### config.mk
export PLATFORM = sky130hd
export DESIGN_NAME = beveled_tile_pixel_generator_top
export DESIGN_NICKNAME = d
export VERILOG_FILES = /design/src/rtl/btpg_pkg.sv /design/src/rtl/beveled_tile_pixel_generator_top.sv /design/src/rtl/btpg_front.sv /design/src/rtl/btpg_fifo.sv /design/src/rtl/btpg_back.sv
export SDC_FILE = /design/constraint.sdc
export NUM_CORES = 2
export LEC_CHECK = 0
export BUFFER_PORTS_ARGS = -buffer_cell sky130_fd_sc_hd__buf_2
export CAP_MARGIN = 10
export CORE_AREA = 2 2 306 308
export DETAILED_ROUTE_END_ITERATION = 6
export DIE_AREA = 0 0 308 310
export PLACE_DENSITY = 0.77
export SKIP_CTS_REPAIR_TIMING = 1
export SYNTH_ARGS = -nofsm -noshare
export SYNTH_HDL_FRONTEND = slang
export SYNTH_HIERARCHICAL = 1
export SYNTH_SLANG_ARGS = --single-unit
### constraint.sdc
create_clock -name clk -period 6.4 [get_ports clk]
set_input_delay 1.28 -clock clk [delete_from_list [all_inputs] [get_ports clk]]
set_output_delay 1.28 -clock clk [all_outputs]
set_load 0.02 [all_outputs]
### src/rtl/btpg_pkg.sv
// Package for the beveled tile pixel generator.
// Holds the shared widths, register indexes, the configuration and pixel work
// structs, and the bevel color function. Depends on nothing.
`default_nettype none

package btpg_pkg;

    localparam int COORD_BITS = 12;
    localparam int SCR_W      = 12;
    localparam int CELL_W     = 8;
    localparam int PB_W       = 3;
    localparam int COLOR_W    = 24;
    localparam int ORG_W      = 16;
    localparam int XY_W       = ORG_W + 1;
    localparam int PROD_W     = XY_W + COORD_BITS;
    localparam int OFF_W      = XY_W + 2;
    localparam int IDX_W      = PROD_W + 2;
    localparam int AREA_W     = 2 * COORD_BITS;
    localparam int MUL_W      = AREA_W + PB_W;
    localparam int ADDR_W     = 26;
    localparam int PADDR_W    = 5;
    localparam int FIFO_DEPTH = 4;
    localparam int FIFO_PTR_W = $clog2(FIFO_DEPTH);
    localparam int FIFO_CNT_W = $clog2(FIFO_DEPTH + 1);

    localparam logic [CELL_W-1:0] BEVEL_BAND  = 8'd3;
    localparam logic [7:0]        BEVEL_DELTA = 8'd100;
    localparam logic [7:0]        CHAN_MAX    = 8'd255;
    localparam logic [7:0]        LIGHT_LIMIT = CHAN_MAX - BEVEL_DELTA;

    localparam logic [2:0] REG_SCREEN_WIDTH  = 3'd0;
    localparam logic [2:0] REG_SCREEN_HEIGHT = 3'd1;
    localparam logic [2:0] REG_LANDSCAPE     = 3'd2;
    localparam logic [2:0] REG_CELL_WIDTH    = 3'd3;
    localparam logic [2:0] REG_CELL_HEIGHT   = 3'd4;
    localparam logic [2:0] REG_PIXEL_BYTES   = 3'd5;
    localparam logic [2:0] REG_RGB_ORDER     = 3'd6;

    localparam logic OP_START = 1'b0;
    localparam logic OP_TICK  = 1'b1;

    typedef struct packed {
        logic [SCR_W-1:0]  screen_width;
        logic [SCR_W-1:0]  screen_height;
        logic              landscape_mode;
        logic [CELL_W-1:0] cell_width;
        logic [CELL_W-1:0] cell_height;
        logic [PB_W-1:0]   pixel_bytes;
        logic              rgb_order;
    } cfg_t;

    typedef struct packed {
        logic [XY_W-1:0]    x;
        logic [XY_W-1:0]    y;
        logic [COLOR_W-1:0] color;
        logic               last;
    } px_work_t;

    function automatic logic [COLOR_W-1:0] bevel_color(
        input logic [COLOR_W-1:0] color,
        input logic               light
    );
        logic [COLOR_W-1:0] res;
        logic [7:0]         c;
        res = '0;
        for (int s = 0; s < 3; s++) begin
            c = color[8*s +: 8];
            if (light) begin
                res[8*s +: 8] = (c > LIGHT_LIMIT) ? CHAN_MAX : c + BEVEL_DELTA;
            end
            else begin
                res[8*s +: 8] = (c < BEVEL_DELTA) ? 8'd0 : c - BEVEL_DELTA;
            end
        end
        return res;
    endfunction

endpackage

`default_nettype wire

### src/rtl/beveled_tile_pixel_generator_top.sv
// Beveled tile pixel generator: one pixel result per tick item during a cell walk,
// one item per cycle while item_stall is low. An accepted tick passes the queue,
// index product, add and screen check, byte address product into the output register.
// Input stall rises only when the four-entry pixel queue is full.
// Reset clears the walk state, the queue and the pipeline valids; the
// configuration registers return to their documented defaults.
`default_nettype none

module beveled_tile_pixel_generator_top (
    input  wire logic                                 clk,
    input  wire logic                                 rst_n,
    input  wire logic                                 psel,
    input  wire logic                                 penable,
    input  wire logic                                 pwrite,
    input  wire logic [btpg_pkg::PADDR_W-1:0]         paddr,
    input  wire logic [31:0]                          pwdata,
    output      logic [31:0]                          prdata,
    output      logic                                 pready,
    input  wire logic                                 item_valid,
    output      logic                                 item_stall,
    input  wire logic                                 op,
    input  wire logic signed [8:0]                    cell_col,
    input  wire logic signed [8:0]                    cell_row,
    input  wire logic [btpg_pkg::COLOR_W-1:0]         fill_color,
    output      logic                                 result_valid,
    input  wire logic                                 result_stall,
    output      logic                                 write_enable,
    output      logic [btpg_pkg::ADDR_W-1:0]          byte_address,
    output      logic [7:0]                           first_byte,
    output      logic [7:0]                           middle_byte,
    output      logic [7:0]                           third_byte,
    output      logic                                 last_pixel
);
    import btpg_pkg::*;

    cfg_t       cfg_reg, cfg_next;
    logic       cfg_wr;
    logic [2:0] reg_idx;
    logic       accept, push, pop, fifo_full, fifo_empty;
    px_work_t   push_data, head;

    assign pready  = 1'b1;
    assign cfg_wr  = psel && penable && pwrite && pready;
    assign reg_idx = paddr[PADDR_W-1:2];

    always_comb
    begin
        cfg_next = cfg_reg;
        if (cfg_wr) begin
            case (reg_idx)
                REG_SCREEN_WIDTH:  cfg_next.screen_width   = pwdata[SCR_W-1:0];
                REG_SCREEN_HEIGHT: cfg_next.screen_height  = pwdata[SCR_W-1:0];
                REG_LANDSCAPE:     cfg_next.landscape_mode = pwdata[0];
                REG_CELL_WIDTH:    cfg_next.cell_width     = pwdata[CELL_W-1:0];
                REG_CELL_HEIGHT:   cfg_next.cell_height    = pwdata[CELL_W-1:0];
                REG_PIXEL_BYTES:   cfg_next.pixel_bytes    = pwdata[PB_W-1:0];
                REG_RGB_ORDER:     cfg_next.rgb_order      = pwdata[0];
                default:           cfg_next = cfg_reg;
            endcase
        end
    end

    always_comb
    begin
        case (reg_idx)
            REG_SCREEN_WIDTH:  prdata = 32'(cfg_reg.screen_width);
            REG_SCREEN_HEIGHT: prdata = 32'(cfg_reg.screen_height);
            REG_LANDSCAPE:     prdata = 32'(cfg_reg.landscape_mode);
            REG_CELL_WIDTH:    prdata = 32'(cfg_reg.cell_width);
            REG_CELL_HEIGHT:   prdata = 32'(cfg_reg.cell_height);
            REG_PIXEL_BYTES:   prdata = 32'(cfg_reg.pixel_bytes);
            REG_RGB_ORDER:     prdata = 32'(cfg_reg.rgb_order);
            default:           prdata = '0;
        endcase
    end

    always_ff @(posedge clk or negedge rst_n)
    begin
        if (!rst_n) begin
            cfg_reg.screen_width   <= 12'd1080;
            cfg_reg.screen_height  <= 12'd1920;
            cfg_reg.landscape_mode <= 1'b0;
            cfg_reg.cell_width     <= 8'd54;
            cfg_reg.cell_height    <= 8'd96;
            cfg_reg.pixel_bytes    <= 3'd3;
            cfg_reg.rgb_order      <= 1'b0;
        end
        else begin
            cfg_reg <= cfg_next;
        end
    end

    assign item_stall = fifo_full;
    assign accept     = item_valid && !item_stall;

    btpg_front u_front (
        .clk        (clk),
        .rst_n      (rst_n),
        .cfg        (cfg_reg),
        .accept     (accept),
        .op         (op),
        .cell_col   (cell_col),
        .cell_row   (cell_row),
        .fill_color (fill_color),
        .push       (push),
        .push_data  (push_data)
    );

    btpg_fifo u_fifo (
        .clk       (clk),
        .rst_n     (rst_n),
        .push      (push),
        .push_data (push_data),
        .pop       (pop),
        .full      (fifo_full),
        .empty     (fifo_empty),
        .head      (head)
    );

    btpg_back u_back (
        .clk          (clk),
        .rst_n        (rst_n),
        .cfg          (cfg_reg),
        .fifo_empty   (fifo_empty),
        .head         (head),
        .pop          (pop),
        .result_valid (result_valid),
        .result_stall (result_stall),
        .write_enable (write_enable),
        .byte_address (byte_address),
        .first_byte   (first_byte),
        .middle_byte  (middle_byte),
        .third_byte   (third_byte),
        .last_pixel   (last_pixel)
    );

endmodule

`default_nettype wire

### src/rtl/btpg_front.sv
// Front end of the beveled tile pixel generator.
// Accepts start and tick items, keeps the cell walk state and classifies each
// pixel's color; uses btpg_pkg.
`default_nettype none

module btpg_front (
    input  wire logic                           clk,
    input  wire logic                           rst_n,
    input  wire btpg_pkg::cfg_t                 cfg,
    input  wire logic                           accept,
    input  wire logic                           op,
    input  wire logic signed [8:0]              cell_col,
    input  wire logic signed [8:0]              cell_row,
    input  wire logic [btpg_pkg::COLOR_W-1:0]   fill_color,
    output      logic                           push,
    output      btpg_pkg::px_work_t             push_data
);
    import btpg_pkg::*;

    logic                active_reg, active_next;
    logic [CELL_W-1:0]   u_reg, u_next;
    logic [CELL_W-1:0]   v_reg, v_next;
    logic [ORG_W-1:0]    ox_reg, ox_next;
    logic [ORG_W-1:0]    oy_reg, oy_next;
    logic [COLOR_W-1:0]  base_reg, base_next;
    logic [COLOR_W-1:0]  light_reg, light_next;
    logic [COLOR_W-1:0]  dark_reg, dark_next;

    logic [CELL_W:0] cw9, ch9, u1, v1, u3, v3;
    logic            start_ok, tick_ok;
    logic            inner, is_light, is_dark, border, row_end, cell_end;
    logic [COLOR_W-1:0] pix_color;

    assign cw9 = {1'b0, cfg.cell_width};
    assign ch9 = {1'b0, cfg.cell_height};
    assign u1  = {1'b0, u_reg} + 9'd1;
    assign v1  = {1'b0, v_reg} + 9'd1;
    assign u3  = {1'b0, u_reg} + {1'b0, BEVEL_BAND};
    assign v3  = {1'b0, v_reg} + {1'b0, BEVEL_BAND};

    assign start_ok = accept && (op == OP_START) && !cell_col[8] && !cell_row[8]
                      && (cfg.cell_width != '0) && (cfg.cell_height != '0);
    assign tick_ok  = accept && (op == OP_TICK) && active_reg;

    assign inner    = (u_reg != '0) && (u1 < cw9) && (v_reg != '0) && (v1 < ch9);
    assign is_light = inner && ((v_reg < BEVEL_BAND) || (u3 >= cw9));
    assign is_dark  = inner && ((v3 >= ch9) || (u_reg < BEVEL_BAND));
    assign border   = (u_reg == '0) || (u1 == cw9) || (v_reg == '0) || (v1 == ch9);
    assign row_end  = (u1 >= cw9);
    assign cell_end = row_end && (v1 >= ch9);

    always_comb
    begin
        if (is_light) begin
            pix_color = light_reg;
        end
        else if (is_dark) begin
            pix_color = dark_reg;
        end
        else if (border) begin
            pix_color = '0;
        end
        else begin
            pix_color = base_reg;
        end
    end

    assign push            = tick_ok;
    assign push_data.x     = {1'b0, ox_reg} + {{(XY_W-CELL_W){1'b0}}, u_reg};
    assign push_data.y     = {1'b0, oy_reg} + {{(XY_W-CELL_W){1'b0}}, v_reg};
    assign push_data.color = pix_color;
    assign push_data.last  = cell_end;

    always_comb
    begin
        active_next = active_reg;
        u_next      = u_reg;
        v_next      = v_reg;
        ox_next     = ox_reg;
        oy_next     = oy_reg;
        base_next   = base_reg;
        light_next  = light_reg;
        dark_next   = dark_reg;
        if (start_ok) begin
            ox_next     = {8'd0, cell_col[7:0]} * {8'd0, cfg.cell_width};
            oy_next     = {8'd0, cell_row[7:0]} * {8'd0, cfg.cell_height};
            base_next   = fill_color;
            light_next  = bevel_color(fill_color, 1'b1);
            dark_next   = bevel_color(fill_color, 1'b0);
            u_next      = '0;
            v_next      = '0;
            active_next = 1'b1;
        end
        else if (tick_ok) begin
            if (row_end) begin
                u_next = '0;
                if (cell_end) begin
                    v_next      = '0;
                    active_next = 1'b0;
                end
                else begin
                    v_next = v1[CELL_W-1:0];
                end
            end
            else begin
                u_next = u1[CELL_W-1:0];
            end
        end
    end

    always_ff @(posedge clk or negedge rst_n)
    begin
        if (!rst_n) begin
            active_reg <= 1'b0;
            u_reg      <= '0;
            v_reg      <= '0;
            ox_reg     <= '0;
            oy_reg     <= '0;
            base_reg   <= '0;
            light_reg  <= '0;
            dark_reg   <= '0;
        end
        else begin
            active_reg <= active_next;
            u_reg      <= u_next;
            v_reg      <= v_next;
            ox_reg     <= ox_next;
            oy_reg     <= oy_next;
            base_reg   <= base_next;
            light_reg  <= light_next;
            dark_reg   <= dark_next;
        end
    end

endmodule

`default_nettype wire

### src/rtl/btpg_fifo.sv
// Short pixel work queue between the front end and the back end.
// Holds FIFO_DEPTH entries of btpg_pkg::px_work_t in flip-flops.
`default_nettype none

module btpg_fifo (
    input  wire logic                clk,
    input  wire logic                rst_n,
    input  wire logic                push,
    input  wire btpg_pkg::px_work_t  push_data,
    input  wire logic                pop,
    output      logic                full,
    output      logic                empty,
    output      btpg_pkg::px_work_t  head
);
    import btpg_pkg::*;

    px_work_t              mem_reg [FIFO_DEPTH];
    logic [FIFO_PTR_W-1:0] wr_reg, wr_next;
    logic [FIFO_PTR_W-1:0] rd_reg, rd_next;
    logic [FIFO_CNT_W-1:0] cnt_reg, cnt_next;
    logic                  do_push, do_pop;

    assign full    = (cnt_reg == FIFO_CNT_W'(FIFO_DEPTH));
    assign empty   = (cnt_reg == '0);
    assign head    = mem_reg[rd_reg];
    assign do_push = push && !full;
    assign do_pop  = pop && !empty;

    always_comb
    begin
        wr_next  = do_push ? wr_reg + 1'b1 : wr_reg;
        rd_next  = do_pop ? rd_reg + 1'b1 : rd_reg;
        cnt_next = cnt_reg;
        if (do_push && !do_pop) begin
            cnt_next = cnt_reg + 1'b1;
        end
        else if (do_pop && !do_push) begin
            cnt_next = cnt_reg - 1'b1;
        end
    end

    always_ff @(posedge clk)
    begin
        if (do_push) begin
            mem_reg[wr_reg] <= push_data;
        end
    end

    always_ff @(posedge clk or negedge rst_n)
    begin
        if (!rst_n) begin
            wr_reg  <= '0;
            rd_reg  <= '0;
            cnt_reg <= '0;
        end
        else begin
            wr_reg  <= wr_next;
            rd_reg  <= rd_next;
            cnt_reg <= cnt_next;
        end
    end

endmodule

`default_nettype wire

### src/rtl/btpg_back.sv
// Back end of the beveled tile pixel generator.
// Three stages: index product, index add and screen check, byte address
// product with the output register; uses btpg_pkg.
`default_nettype none

module btpg_back (
    input  wire logic                          clk,
    input  wire logic                          rst_n,
    input  wire btpg_pkg::cfg_t                cfg,
    input  wire logic                          fifo_empty,
    input  wire btpg_pkg::px_work_t            head,
    output      logic                          pop,
    output      logic                          result_valid,
    input  wire logic                          result_stall,
    output      logic                          write_enable,
    output      logic [btpg_pkg::ADDR_W-1:0]   byte_address,
    output      logic [7:0]                    first_byte,
    output      logic [7:0]                    middle_byte,
    output      logic [7:0]                    third_byte,
    output      logic                          last_pixel
);
    import btpg_pkg::*;

    logic [COORD_BITS-1:0] sw, sh;
    logic                  advance;

    logic                  s1_valid_reg;
    logic [PROD_W-1:0]     s1_prod_reg, s1_prod_next;
    logic [AREA_W-1:0]     s1_area_reg, s1_area_next;
    logic [OFF_W-1:0]      s1_off_reg, s1_off_next;
    logic [COLOR_W-1:0]    s1_color_reg;
    logic                  s1_last_reg;

    logic                  s2_valid_reg;
    logic                  s2_we_reg, s2_we_next;
    logic [AREA_W-1:0]     s2_idx_reg;
    logic [COLOR_W-1:0]    s2_color_reg;
    logic                  s2_last_reg;
    logic [IDX_W-1:0]      idx;

    logic                  out_valid_reg;
    logic                  we_reg;
    logic [ADDR_W-1:0]     addr_reg, addr_next;
    logic [7:0]            first_reg, middle_reg, third_reg;
    logic                  last_reg;
    logic [MUL_W-1:0]      mul;

    assign sw      = cfg.screen_width[COORD_BITS-1:0];
    assign sh      = cfg.screen_height[COORD_BITS-1:0];
    assign advance = !out_valid_reg || !result_stall;
    assign pop     = advance && !fifo_empty;

    always_comb
    begin
        if (cfg.landscape_mode) begin
            s1_prod_next = PROD_W'(head.x) * PROD_W'(sh);
            s1_off_next  = OFF_W'(sh) - OFF_W'(1) - OFF_W'(head.y);
        end
        else begin
            s1_prod_next = PROD_W'(head.y) * PROD_W'(sw);
            s1_off_next  = OFF_W'(head.x);
        end
        s1_area_next = AREA_W'(sw) * AREA_W'(sh);
    end

    assign idx = IDX_W'(s1_prod_reg) + {{(IDX_W-OFF_W){s1_off_reg[OFF_W-1]}}, s1_off_reg};
    assign s2_we_next = !idx[IDX_W-1] && (idx[IDX_W-2:0] < (IDX_W-1)'(s1_area_reg));

    assign mul       = MUL_W'(s2_idx_reg) * MUL_W'(cfg.pixel_bytes);
    assign addr_next = s2_we_reg ? ADDR_W'(mul) : '0;

    always_ff @(posedge clk)
    begin
        if (advance) begin
            s1_prod_reg  <= s1_prod_next;
            s1_area_reg  <= s1_area_next;
            s1_off_reg   <= s1_off_next;
            s1_color_reg <= head.color;
            s1_last_reg  <= head.last;
            s2_we_reg    <= s2_we_next;
            s2_idx_reg   <= idx[AREA_W-1:0];
            s2_color_reg <= s1_color_reg;
            s2_last_reg  <= s1_last_reg;
            we_reg       <= s2_we_reg;
            addr_reg     <= addr_next;
            first_reg    <= cfg.rgb_order ? s2_color_reg[23:16] : s2_color_reg[7:0];
            middle_reg   <= s2_color_reg[15:8];
            third_reg    <= cfg.rgb_order ? s2_color_reg[7:0] : s2_color_reg[23:16];
            last_reg     <= s2_last_reg;
        end
    end

    always_ff @(posedge clk or negedge rst_n)
    begin
        if (!rst_n) begin
            s1_valid_reg  <= 1'b0;
            s2_valid_reg  <= 1'b0;
            out_valid_reg <= 1'b0;
        end
        else if (advance) begin
            s1_valid_reg  <= !fifo_empty;
            s2_valid_reg  <= s1_valid_reg;
            out_valid_reg <= s2_valid_reg;
        end
    end

    assign result_valid = out_valid_reg;
    assign write_enable = we_reg;
    assign byte_address = addr_reg;
    assign first_byte   = first_reg;
    assign middle_byte  = middle_reg;
    assign third_byte   = third_reg;
    assign last_pixel   = last_reg;

endmodule

`default_nettype wire
Word level (Yosys, flattened, before mapping)

Memory sizes are Yosys's and may differ from the RTL's.
Index checks and enable logic that the tools add are counted.

Bits in writable memories: 236
Output and inout port bits: 87
Register bits after elaboration: 375
Memories: 1
Input port bits: 87

Magnitude comparators: 15
Muxes and demuxes: 29
Add/sub/neg operators: 19
Bitwise gates (word level): 1
Eq/ne operators: 9
Multiply operators: 6
Reductions and logical operators: 58

Memory list:

| memory         | depth | width | read ports | clocked after Yosys merged registers in | wr ports | RTL line        | text |
|---|---|---|---|---|---|---|---|
| u_fifo.mem_reg | 4     | 59    | 1          | 0                                       | 1        | btpg_fifo.sv:17 | `px_work_t mem_reg [FIFO_DEPTH];` |

Operators by type and width:

| kind                  | number |
|---|---|
| $mux W8               | 15 |
| $pmux W12 S7          | 1 |
| $mux W24              | 3 |
| $mul A17 B12 Y29      | 2 |
| $ge A9 B8 Y1          | 4 |
| $add A16 B8 Y17       | 2 |
| $mul A8 B8 Y16        | 2 |
| $reduce_bool A8 Y1    | 4 |
| $add A30 B19 Y31      | 1 |
| $lt A30 B24 Y1        | 1 |
| $mux W29              | 1 |
| $mul A24 B3 Y26       | 1 |
| $add A8 B7 Y8 const B | 3 |
| $gt A8 B8 Y1 const B  | 3 |
| $lt A8 B7 Y1 const B  | 3 |
| $mul A12 B12 Y24      | 1 |
| $sub A8 B7 Y8 const B | 3 |
| $logic_and A1 B1 Y1   | 22 |
| $sub A19 B17 Y19      | 1 |
| $add A8 B1 Y9 const B | 2 |
| $add A8 B2 Y9 const B | 2 |
| $eq A9 B8 Y1          | 2 |
| $lt A9 B8 Y1          | 2 |
| $mux W17              | 1 |
| 18 further kinds      | 55 |

Depth between registers and ports, before layout

Word-level depth: 10
Mapped depth: 26
Depth with buffers taken out: 23

Hierarchy

Netlist, hierarchy kept.

Modules (own cells, without submodules):

| module                           | area each (um2) | cells an instance | times used |
|---|---|---|---|
| btpg_back                        | 29306.9         | 3120              | 1 |
| btpg_front                       | 12443.2         | 1456              | 1 |
| btpg_fifo                        | 9009.9          | 345               | 1 |
| beveled_tile_pixel_generator_top | 2336.0          | 180               | 1 |

Worst setup path after synthesis

OpenSTA, ideal clock, no wires.

Kind: register to register
Start: register u_fifo.rd_reg[0]
End: register u_back.s1_prod_reg[27], data pin
Setup time: 256 ps
Stages on the path, launching flop included: 26
Data required time: 6144 ps
Period minus slack after synthesis: 6341 ps
Slack: 59 ps
Arrival: 6085 ps
Buffers on the path: 3
Cell sequence: dfrtp_1 > buf_6 > buf_12 > mux4_2 > clkbuf_1 > and2_1 > fa_1 > inv_1 > fa_1 > inv_1 > fa_1 > fa_1 > inv_1 > fa_1 > inv_1 > ha_1 > a21o_1 > a21o_1 > a21oi_1 > o22ai_1 > a31oi_1 > nand2_1 > a31o_1 > a21oi_1 > xnor2_1 > o22a_1

RTL lines:

| item                   | RTL line        | text |
|---|---|---|
| from (decl)            | btpg_fifo.sv:19 | `logic [FIFO_PTR_W-1:0] rd_reg, rd_next;` |
| from (signal assigned) | btpg_fifo.sv:58 | `rd_reg <= rd_next;` |
| to (signal assigned)   | btpg_back.sv:75 | `s1_prod_reg <= s1_prod_next;` |
| to (decl)              | btpg_back.sv:28 | `logic [PROD_W-1:0] s1_prod_reg, s1_prod_next;` |

==> flow_summary.json <==
{
  "status": "finished with violations",
  "failed_checks": "negative setup slack",
  "cp_max_fo": 5,
  "arrival_ns": 6.75,
  "rsz0062_at_grt": "yes",
  "synthFlopType": "edfxtp_1",
  "place_congestion": 0.9219,
  "grt_overflow_total": 0,
  "start_util_pct": 57.41,
  "drtIter0Drc": 2823,
  "grt_pass1_wl_mm": 201.3,
  "setup_viol": 1,
  "finalSetupTns_ns": -0.005544,
  "largest_reg_flops": 236,
  "n_antenna_cell": 0,
  "whs_ns": 0.4164,
  "grt_pass1_vias": 38860,
  "dr.pass1.iters": 6,
  "drtAntennaViolNets": 0,
  "fin_worst_skew_ns": 0.03779,
  "cts_tree": "built",
  "syn_avg_cell_area_um2": 10.41,
  "synthesis.area_um2": 53100,
  "yosysWarnings": 6,
  "core_area_um2": 92490,
  "drc": 0,
  "syn2layout_area_growth_pct": 12.64,
  "drv_slew": 0,
  "worstMarginPinSlew_ns": 1.189,
  "yosysSeqAreaShare_pct": 32.93,
  "crit_path_start": "u_fifo/rd_reg[0]",
  "drt-vias-per-instance": 5.680,
  "fmax_ghz": 0.1561,
  "synthCells": 5101,
  "ys_seq_elements": 611,
  "vias": 37380,
  "synth-edff-count": 435,
  "num-nets-final": 6347,
  "grtUsageTotal_pct": 26.56,
  "period_needed_ns": 6.406,
  "dpl.hpwl_mm": 91.47,
  "worstSetupEndpointType": "flop",
  "synthArstFlopShare_pct": 28.81,
  "crit_path_start_kind": "flop",
  "cp.required_ns": 6.74,
  "reg2reg_from": "u_fifo/rd_reg[0]",
  "clockBufferDepth": 3,
  "holdCritStartpoint": "u_back/s2_color_reg[10]",
  "ios": 174,
  "die-area_um2": 95480,
  "root_buffer": "clkbuf_16",
  "nFillCells": 6910,
  "wl_per_cell_um": 19.46,
  "fin_ws_ns": -0.005544,
  "h-tree-depth": 3,
  "min_period_over_period_pct": 100.1,
  "clock_latency_ns": 0.64,
  "cts_num_sinks": 611,
  "hp-class": "reg2reg",
  "numCtsBuffers": 67,
  "cap_violations": 0,
  "routed_wl_mm": 128.1,
  "die_x_um": 308,
  "antenna_found_initial": 1,
  "drive_gt1_share_pct": 16.19,
  "clk_pin_slew_ns": 0.06,
  "grt_max_degree": 147,
  "io_buffers": 130,
  "die_h_um": 310,
  "path_class": "reg2reg",
  "hold_viol": 0,
  "slew_headroom_pct": 20.76,
  "row_count": 112,
  "synthDistinctLibCells": 96
}
cells by family (layout without fill, tap and decap cells):
family / Yosys count / count (layout) / synth area share (%)
AND/OR/NAND/NOR: 1459 / 1459 / 13.06
adder cells (fa/ha/maj): 929 / 929 / 28.96
multiplexers: 192 / 195 / 5.297
flip-flops: 611 / 611 / 32.93
AO/OA/AOI/OAI: 649 / 649 / 8.333
XOR/XNOR: 213 / 213 / 3.528
other: 2 / 21 / 0.01414
buffers and inverters: 1046 / 1308 / 7.873
path summary, 6_finish.rpt:
| path | to | slack, ns | depth (start not counted) |
|---|---|---|---|
| worst max-delay path | u_back/s1_prod_reg[28] | -0.006 | 25 |
| worst min-delay path | u_back/middle_byte[2] | 0.42 | 0 |
| worst max register to register | u_back/s1_prod_reg[28] | -0.006 | 25 |
| worst min register to register | u_back/middle_byte[2] | 0.42 | 0 |
| max in group asynchronous | cfg_reg[20] | 4.61 | 2 |
| min in group asynchronous | u_front/base_reg[12] | 0.50 | 1 |
area by class of cell:
type / instances / area, µm² / area share [%]
clock buffer: 82 / 1773 / 2.964
inverter: 806 / 3025 / 5.059
clock inverter: 41 / 566.8 / 0.9477
sequential: 611 / 17510 / 29.28
tap: 1197 / 1498 / 2.504
timing repair buffer: 379 / 2989 / 4.998
multi-input combinational: 3466 / 32440 / 54.25
per-stage QoR:
step | worst slack [ns] | area (µm²) | util [%] | instances
floorplan | 0.05867 | 53170 | - | 5120
global placement | -0.1720 | 55960 | 60.50 | 6410
detailed placement | -0.2513 | 55960 | 60.50 | 6410
CTS | -0.2621 | 58300 | 63.03 | 6533
global route | -0.1796 | 59810 | 64.66 | 6582
finish | -0.005544 | 59810 | 64.66 | 6582
layout by cell type (no fill, tap or decap), types with 29 or more instances in the layout:
cell type / netlist / layout
o31ai_1: 33 / 33
mux4_2: 58 / 60
buf_4: 22 / 189
nand3_1: 57 / 54
nor3_1: 53 / 51
buf_6: 7 / 31
buf_2: 17 / 129
nor2b_1: 33 / 30
fa_1: 500 / 484
xor2_1: 81 / 79
dfrtp_1: 160 / 156
nand2b_1: 30 / 30
ha_4: 0 / 29
o21a_1: 41 / 41
a21o_1: 85 / 85
mux2_2: 75 / 75
mux2i_1: 47 / 47
o21ai_0: 104 / 95
and2_1: 330 / 304
edfxtp_1: 435 / 435
ha_1: 429 / 391
nor2_1: 140 / 136
inv_1: 806 / 781
clkbuf_16: 0 / 70
a21oi_1: 174 / 160
nand2_1: 710 / 687
xnor2_1: 131 / 129
worst max-delay path, stage by stage (launching register included):
cell and delay, ns:
dfrtp_4 0.50, buf_12 0.15, clkbuf_16 0.16, buf_4 0.13, mux4_2 0.47, and2_4 0.18
fa_1 0.49, inv_1 0.05, fa_1 0.48, inv_1 0.05, fa_1 0.46, fa_1 0.52
inv_1 0.05, fa_1 0.49, inv_2 0.05, ha_4 0.23, a21o_1 0.16, a21o_1 0.18
a21oi_2 0.18, buf_4 0.14, o21ai_1 0.07, a41oi_2 0.21, a21oi_2 0.11, a31oi_2 0.25
xnor2_2 0.19, mux2i_1 0.14
cells in the mapped netlist, drive strengths merged, types with 59 or more instances:
master	instances	share of area, %
fa	500	19
edfxtp	435	25
and2	330	3.9
buf	65	0.94
a21o	85	1.2
mux2	86	1.9
ha	429	10
nor2	143	1.0
a21oi	176	1.7
nand2	710	5.0
o21ai	118	1.1
clkbuf	175	1.2
xor2	81	1.3
dfrtp	160	7.5
mux4	59	2.5
xnor2	132	2.2
inv	806	5.7
layer usage:
| metal | global-route usage (%) | wire length [µm] | up-vias |
|---|---|---|---|
| li1 | - | - | 17210 |
| met1 | 33.32 | 51140 | 18610 |
| met2 | 45.83 | 62070 | 1270 |
| met3 | 2.895 | 7515 | 293 |
| met4 | 13.55 | 7334 | 0 |
| met5 | 0 | 0 | - |
Power is left out: the tool's default activity adds up to more than one toggle a clock period on the data nets, which glitch-free logic cannot reach.
